### src/rtl/core/adad_pkg.sv
package adad_pkg;

    localparam int IDX_W  = 10;
    localparam int DATA_W = 32;
    localparam int AVG_W  = 48;
    localparam int BETA_W = 16;
    localparam int EPS_W  = 33;
    localparam int RAD_W  = 64;
    localparam int ROOT_W = 32;
    localparam int REM_W  = 34;
    localparam int QUO_W  = 33;

    localparam int SQRT_STAGES = 32;
    localparam int DIV_STAGES  = 33;

    localparam logic [0:0] REG_BETA = 1'b0;
    localparam logic [0:0] REG_EPS  = 1'b1;

    localparam logic [BETA_W-1:0] BETA_RST = 16'd58982;
    localparam logic [EPS_W-1:0]  EPS_RST  = 33'd4295;
    localparam logic [AVG_W-1:0]  AVG_MAX  = {AVG_W{1'b1}};

    typedef struct packed {
        logic [IDX_W-1:0]         raw_idx;
        logic [IDX_W-1:0]         red_idx;
        logic                     g_neg;
        logic [DATA_W-1:0]        g_mag;
        logic signed [DATA_W-1:0] w;
    } tag_t;

    typedef struct packed {
        logic [REM_W-1:0]  rem;
        logic [ROOT_W-1:0] root;
        logic [RAD_W-1:0]  rad;
    } sqrt_st_t;

    typedef struct packed {
        logic [ROOT_W-1:0] rem;
        logic [QUO_W-1:0]  q;
        logic [QUO_W-1:0]  num_lo;
    } div_st_t;

    // one result bit of the digit-by-digit root
    function automatic sqrt_st_t sqrt_step(sqrt_st_t a);
        logic [REM_W+1:0] cur;
        logic [REM_W+1:0] trial;
        sqrt_st_t r;
        cur   = {a.rem, a.rad[RAD_W-1:RAD_W-2]};
        trial = {2'b00, a.root, 2'b01};
        r.rad = {a.rad[RAD_W-3:0], 2'b00};
        if (cur >= trial) begin
            r.rem  = REM_W'(cur - trial);
            r.root = {a.root[ROOT_W-2:0], 1'b1};
        end else begin
            r.rem  = cur[REM_W-1:0];
            r.root = {a.root[ROOT_W-2:0], 1'b0};
        end
        return r;
    endfunction

    // one quotient bit of restoring division
    function automatic div_st_t div_step(div_st_t a, logic [ROOT_W-1:0] den);
        logic [ROOT_W:0] cur;
        div_st_t r;
        cur      = {a.rem, a.num_lo[QUO_W-1]};
        r.num_lo = {a.num_lo[QUO_W-2:0], 1'b0};
        if (cur >= {1'b0, den}) begin
            r.rem = ROOT_W'(cur - {1'b0, den});
            r.q   = {a.q[QUO_W-2:0], 1'b1};
        end else begin
            r.rem = cur[ROOT_W-1:0];
            r.q   = {a.q[QUO_W-2:0], 1'b0};
        end
        return r;
    endfunction

endpackage

### src/rtl/core/adad_sqrt_pipe.sv
module adad_sqrt_pipe
    import adad_pkg::*;
(
    input  logic              aclk,
    input  logic              en,
    input  logic [RAD_W-1:0]  rad_in,
    output logic [ROOT_W-1:0] root_out
);

    sqrt_st_t st_reg [SQRT_STAGES];
    sqrt_st_t first;

    assign first    = '{rem: '0, root: '0, rad: rad_in};
    assign root_out = st_reg[SQRT_STAGES-1].root;

    always_ff @(posedge aclk) begin
        if (en) begin
            st_reg[0] <= sqrt_step(first);
            for (int k = 1; k < SQRT_STAGES; k++) begin
                st_reg[k] <= sqrt_step(st_reg[k-1]);
            end
        end
    end

endmodule

### config.mk
export PLATFORM = sky130hd
export DESIGN_NAME = adad_sqrt_pipe
export DESIGN_NICKNAME = d
export VERILOG_FILES = /design/src/rtl/core/adad_pkg.sv /design/src/rtl/core/adad_sqrt_pipe.sv
export SDC_FILE = /design/constraint.sdc
export NUM_CORES = 2
export LEC_CHECK = 0
export BUFFER_PORTS_ARGS = -buffer_cell sky130_fd_sc_hd__clkbuf_2
export CAP_MARGIN = 20
export CORE_UTILIZATION = 45
export DETAILED_ROUTE_END_ITERATION = 10
export HOLD_SLACK_MARGIN = 0.1
export SLEW_MARGIN = 20
export SYNTH_ARGS = -nofsm -noshare
export SYNTH_HDL_FRONTEND = slang
export SYNTH_MEMORY_MAX_BITS = 65536
export SYNTH_SLANG_ARGS = --single-unit
### constraint.sdc
create_clock -name aclk -period 5.1 [get_ports aclk]
set_input_delay 0.255 -clock aclk [delete_from_list [all_inputs] [get_ports aclk]]
set_output_delay 0.255 -clock aclk [all_outputs]
set_load 0.1 [all_outputs]
==> results_tabular.tex <==
\begin{tabular}{lr}
\hline
Metric & Value \\
\hline
\multicolumn{2}{l}{\textbf{Yosys}} \\
Average cell area after synthesis & 12.9 um2 \\
Number of register bits inferred by synthesis & 2,523 \\
Share of async-settable or async-resettable flops after synthesis & 0\% \\
Number of flops mapped to enable cells by yosys & 2,523 \\
Total of warnings raised by yosys & 0 \\
Synth top area cells & edfxtp\_1 64\%, ha\_1 6.0\%, xnor2\_1 3.3\% \\
Dominant register cell in the synthesized netlist & edfxtp\_1 \\
Synth Cell Area & 0.118 mm2 \\
Library cell occupying the most area in the post-synthesis netlist & edfxtp\_1 \\
Synth top cells by count & 2,523 x edfxtp\_1, 698 x inv\_1, 645 x nand2\_1 \\
Syn nets & 9,780 \\
Unique cell type count in the Yosys netlist & 97 \\
Sequential area share after synthesis & 64.2\% \\
Cell with the most instances after synthesis & edfxtp\_1 \\
Cells after Synth & 9,152 \\
Fraction of post-synthesis cell area in the top cell type by area & 64.2\% \\
\multicolumn{2}{l}{\textbf{Detailed routing}} \\
DRC violation count after routing & 0 \\
Routed wire per std cell & 18.2 um \\
Number of iterations in the first detailed-routing pass & 6 \\
DRC marker count from the first detailed-route iteration & 5,008 \\
Via total after detailed routing & 70.5k \\
Vias per cell & 5.33 \\
Total wirelength of the detailed-routed design & 240 mm \\
Remaining antenna violation count after routing & 0 \\
\multicolumn{2}{l}{\textbf{Placed design}} \\
Detailed-placement wirelength estimate & 171 mm \\
\# placed instances & 12.6k \\
Final RePlAce weighted congestion & 0.885 \\
Count of port buffers added during placement & 97 \\
\multicolumn{2}{l}{\textbf{Critical path}} \\
Reg-to-reg setup timing slack & 930 ps \\
Critical path launch point & st\_reg[1][1728] \\
Required time of the critical path & 5700 ps \\
Type of origin of the critical path & register \\
Worst setup path end & st\_reg[1][1889] \\
Crit Path Class & reg -> reg \\
R2R Path Start & st\_reg[1][1728] \\
Max Fanout on Critical Path & 26 \\
Critical Path AT & 4770 ps \\
Worst Setup End Kind & register \\
Cells on worst reg2reg path & 10 \\
Endpoint of the lowest-slack register-to-register path & st\_reg[1][1889] \\
\multicolumn{2}{l}{\textbf{Pwr}} \\
Post-route total power & 0.0600 W \\
Share of total power in sequential cells & 46.8\% \\
Switching part of the total & 28.3\% \\
Power density cells & 451 mW/mm2 \\
Fraction of power consumed by the clock network & 33.0\% \\
Net load switching power & 0.0170 W \\
Internal power & 0.0431 W \\
Fraction of power consumed by combinational cells & 20.2\% \\
Worst voltage drop across the vdd grid & 0.000381 V \\
Static Leakage & 50.5 nW \\
\multicolumn{2}{l}{\textbf{Timing}} \\
Fin Hold WS & 181 ps \\
Final critical path time including I/O delays and setup & 4170 ps \\
Final period util & 81.7\% \\
Final setup viols & 0 \\
RSZ-0062 raised after global routing & no \\
Clock Skews & 44.0 ps \\
Number of hold violations in the final report & 0 \\
Sum of negative setup slack & 0 ps \\
Max-slew headroom at the worst pin & 28.2\% \\
Max Fclk & 0.240 GHz \\
Slew at the pin closest to its max-slew limit & 1060 ps \\
Number of pins with negative max-slew slack in the final report & 0 \\
\multicolumn{2}{l}{\textbf{Die}} \\
DIE WIDTH & 514 um \\
Core region area & 0.260 mm2 \\
Ports & 98 \\
Cell Rows & 187 \\
Full die area & 0.264 mm2 \\
Initial core utilization & 45.3\% \\
Vert. Die Dim & 514 um \\
\multicolumn{2}{l}{\textbf{Cells and area}} \\
Area occupied by multi-input gates & 0.0388 mm2 \\
Sequential cell area & 0.0758 mm2 \\
Share of final-layout standard cells stronger than drive strength 1 & 7.46\% \\
Area Growth Syn to Fin & 12.8\% \\
Number of fill cells & 22.4k \\
Filler-free cell count of the finished design & 13.2k \\
Number of nets in the final layout & 10.1k \\
Flip-flop count of the largest register, all copies and words added & 2,523 \\
\multicolumn{2}{l}{\textbf{CTS}} \\
Root cell of the clock tree & clkbuf\_16 \\
Total CTS buffers & 280 \\
Post-CTS Setup Bufs & 0 \\
Latest clock arrival within the worst-skew pair & 870 ps \\
Number of sinks on the clock net & 2,523 \\
Clk pin slew, worst setup/hold paths & 60 ps \\
Deepest clock path buffer count & 4 \\
Number of instances resized during post-cts repair & 0 \\
H-tree depth reported by CTS & 5 \\
CTS tree & done \\
\multicolumn{2}{l}{\textbf{Global routing}} \\
Via count of the first global-routing pass & 69.6k \\
Total Routing Usage GR & 17.9\% \\
First-pass GRT wire length & 378 mm \\
Remaining global-route overflow & 0 \\
Largest net degree at the start of global routing & 174 \\
Antenna violations before repair & 4 \\
\multicolumn{2}{l}{\textbf{Run status}} \\
Result of the run & finished clean \\
\multicolumn{2}{l}{\textbf{Min path}} \\
Classification of the worst-slack hold path & in -> reg \\
\multicolumn{2}{l}{\textbf{Run}} \\
Maximum capacitance violations & 0 \\
\hline
\end{tabular}
-- power by group through the flow --
stage | clock network (W) | logic (W) | registers [W]
after global routing | 0.0212 | 0.0135 | 0.0283
after floorplan | 0 | 0.00903 | 0.0276
after detailed placement | 0 | 0.0120 | 0.0285
after CTS | 0.0205 | 0.0121 | 0.0281
final | 0.0198 | 0.0121 | 0.0281
after global placement | 0 | 0.0118 | 0.0285
-- stage by stage --
step,area [um2],worst slack (ps),utilization [%]
after global placement,123000,1030,47.2
after global routing,133000,707,51.1
final,133000,932,51.1
after CTS,133000,951,51.1
after floorplan,118000,1900,-
after detailed placement,123000,953,47.2
-- what timing repair did --
| action | 4_1_cts | 5_1_grt |
|---|---|---|
| setup endpoints to repair | 0 | 0 |
| hold endpoints to repair | 150 | 0 |
| hold buffers | 126 | 0 |
-- cells by family (layout without fill, tap and decap cells) --
group                      Yosys count  after routing  synth area share (%)
other                                1              2               0.00318
AOI/OAI and AO/OA                 1861           1861                  9.77
DFF                               2523           2523                  64.2
xor gates and xnor gates           856            856                  6.35
buffers and inverters              910           1482                  3.03
and+or+nand+nor                   2343           2343                  9.76
muxes                               96             96                 0.902
adders and majority gates          562            562                  5.96
-- layout make-up --
cell class,instances,share of cell area (%)
Sequential cell,2523,56.9
Multi-Input combinational cell,5719,29.1
Clock buffer,345,5.56
Tap cell,3496,3.29
Inverter,702,1.98
Timing Repair Buffer,289,1.89
Clock inverter,146,1.21
Antenna cell,1,0.00188
-- how the worst min path moves through the flow --
| stage | start | endpoint | slack (ps) | cells after the start |
|---|---|---|---|---|
| after global routing | rad_in[13] | st_reg[0][13] | 140 | 2 |
| after floorplan | rad_in[0] | st_reg[0][0] | 350 | 0 |
| after global placement | st_reg[0][1186] | st_reg[0][1316] | 400 | 0 |
| final | rad_in[13] | st_reg[0][13] | 180 | 2 |
| after CTS | rad_in[13] | st_reg[0][13] | 110 | 2 |
| after detailed placement | st_reg[0][914] | st_reg[0][1044] | 400 | 0 |
-- routing by layer --
metal	GRT usage, %	vias to the layer above	routed length (um)
li1	-	34600	-
met1	22.5	34100	103000
met2	31.7	1318	121000
met3	1.97	449	8080
met4	6.24	0	7720
met5	0	-	0
-- cell usage in the layout (no fill, tap or decap), types with 37 or more instances in the layout --
cell type / instances
and2_1: 37
clkinv_2: 38
o21bai_1: 64
inv_1: 698
ha_1: 562
and3_1: 42
clkbuf_1: 58
dlygate4sd3_1: 126
edfxtp_1: 2523
or2_2: 37
o21ai_0: 473
o31ai_1: 51
a211oi_1: 62
nor3_1: 203
xor2_1: 408
nor2_1: 568
a31oi_1: 49
a21oi_1: 589
clkbuf_16: 287
buf_4: 44
nand4_1: 94
xnor2_1: 448
nor2b_1: 77
or4_1: 53
nand2_1: 645
o21a_1: 89
mux2_2: 83
nor4_1: 120
nand3_1: 166
nand2b_1: 97
or3_1: 91
clkbuf_2: 96
clkinv_1: 44
a21o_1: 227
-- worst max-delay path: stages (launching register included) --
cell,delay (ps)
edfxtp_1,340
inv_1,50
ha_1,240
or4_1,550
o21ai_0,200
a21boi_0,180
o311ai_0,940
nand3_1,270
a21oi_4,410
buf_4,350
mux2_2,370
Note: power is estimated with default switching activity, not from simulation.
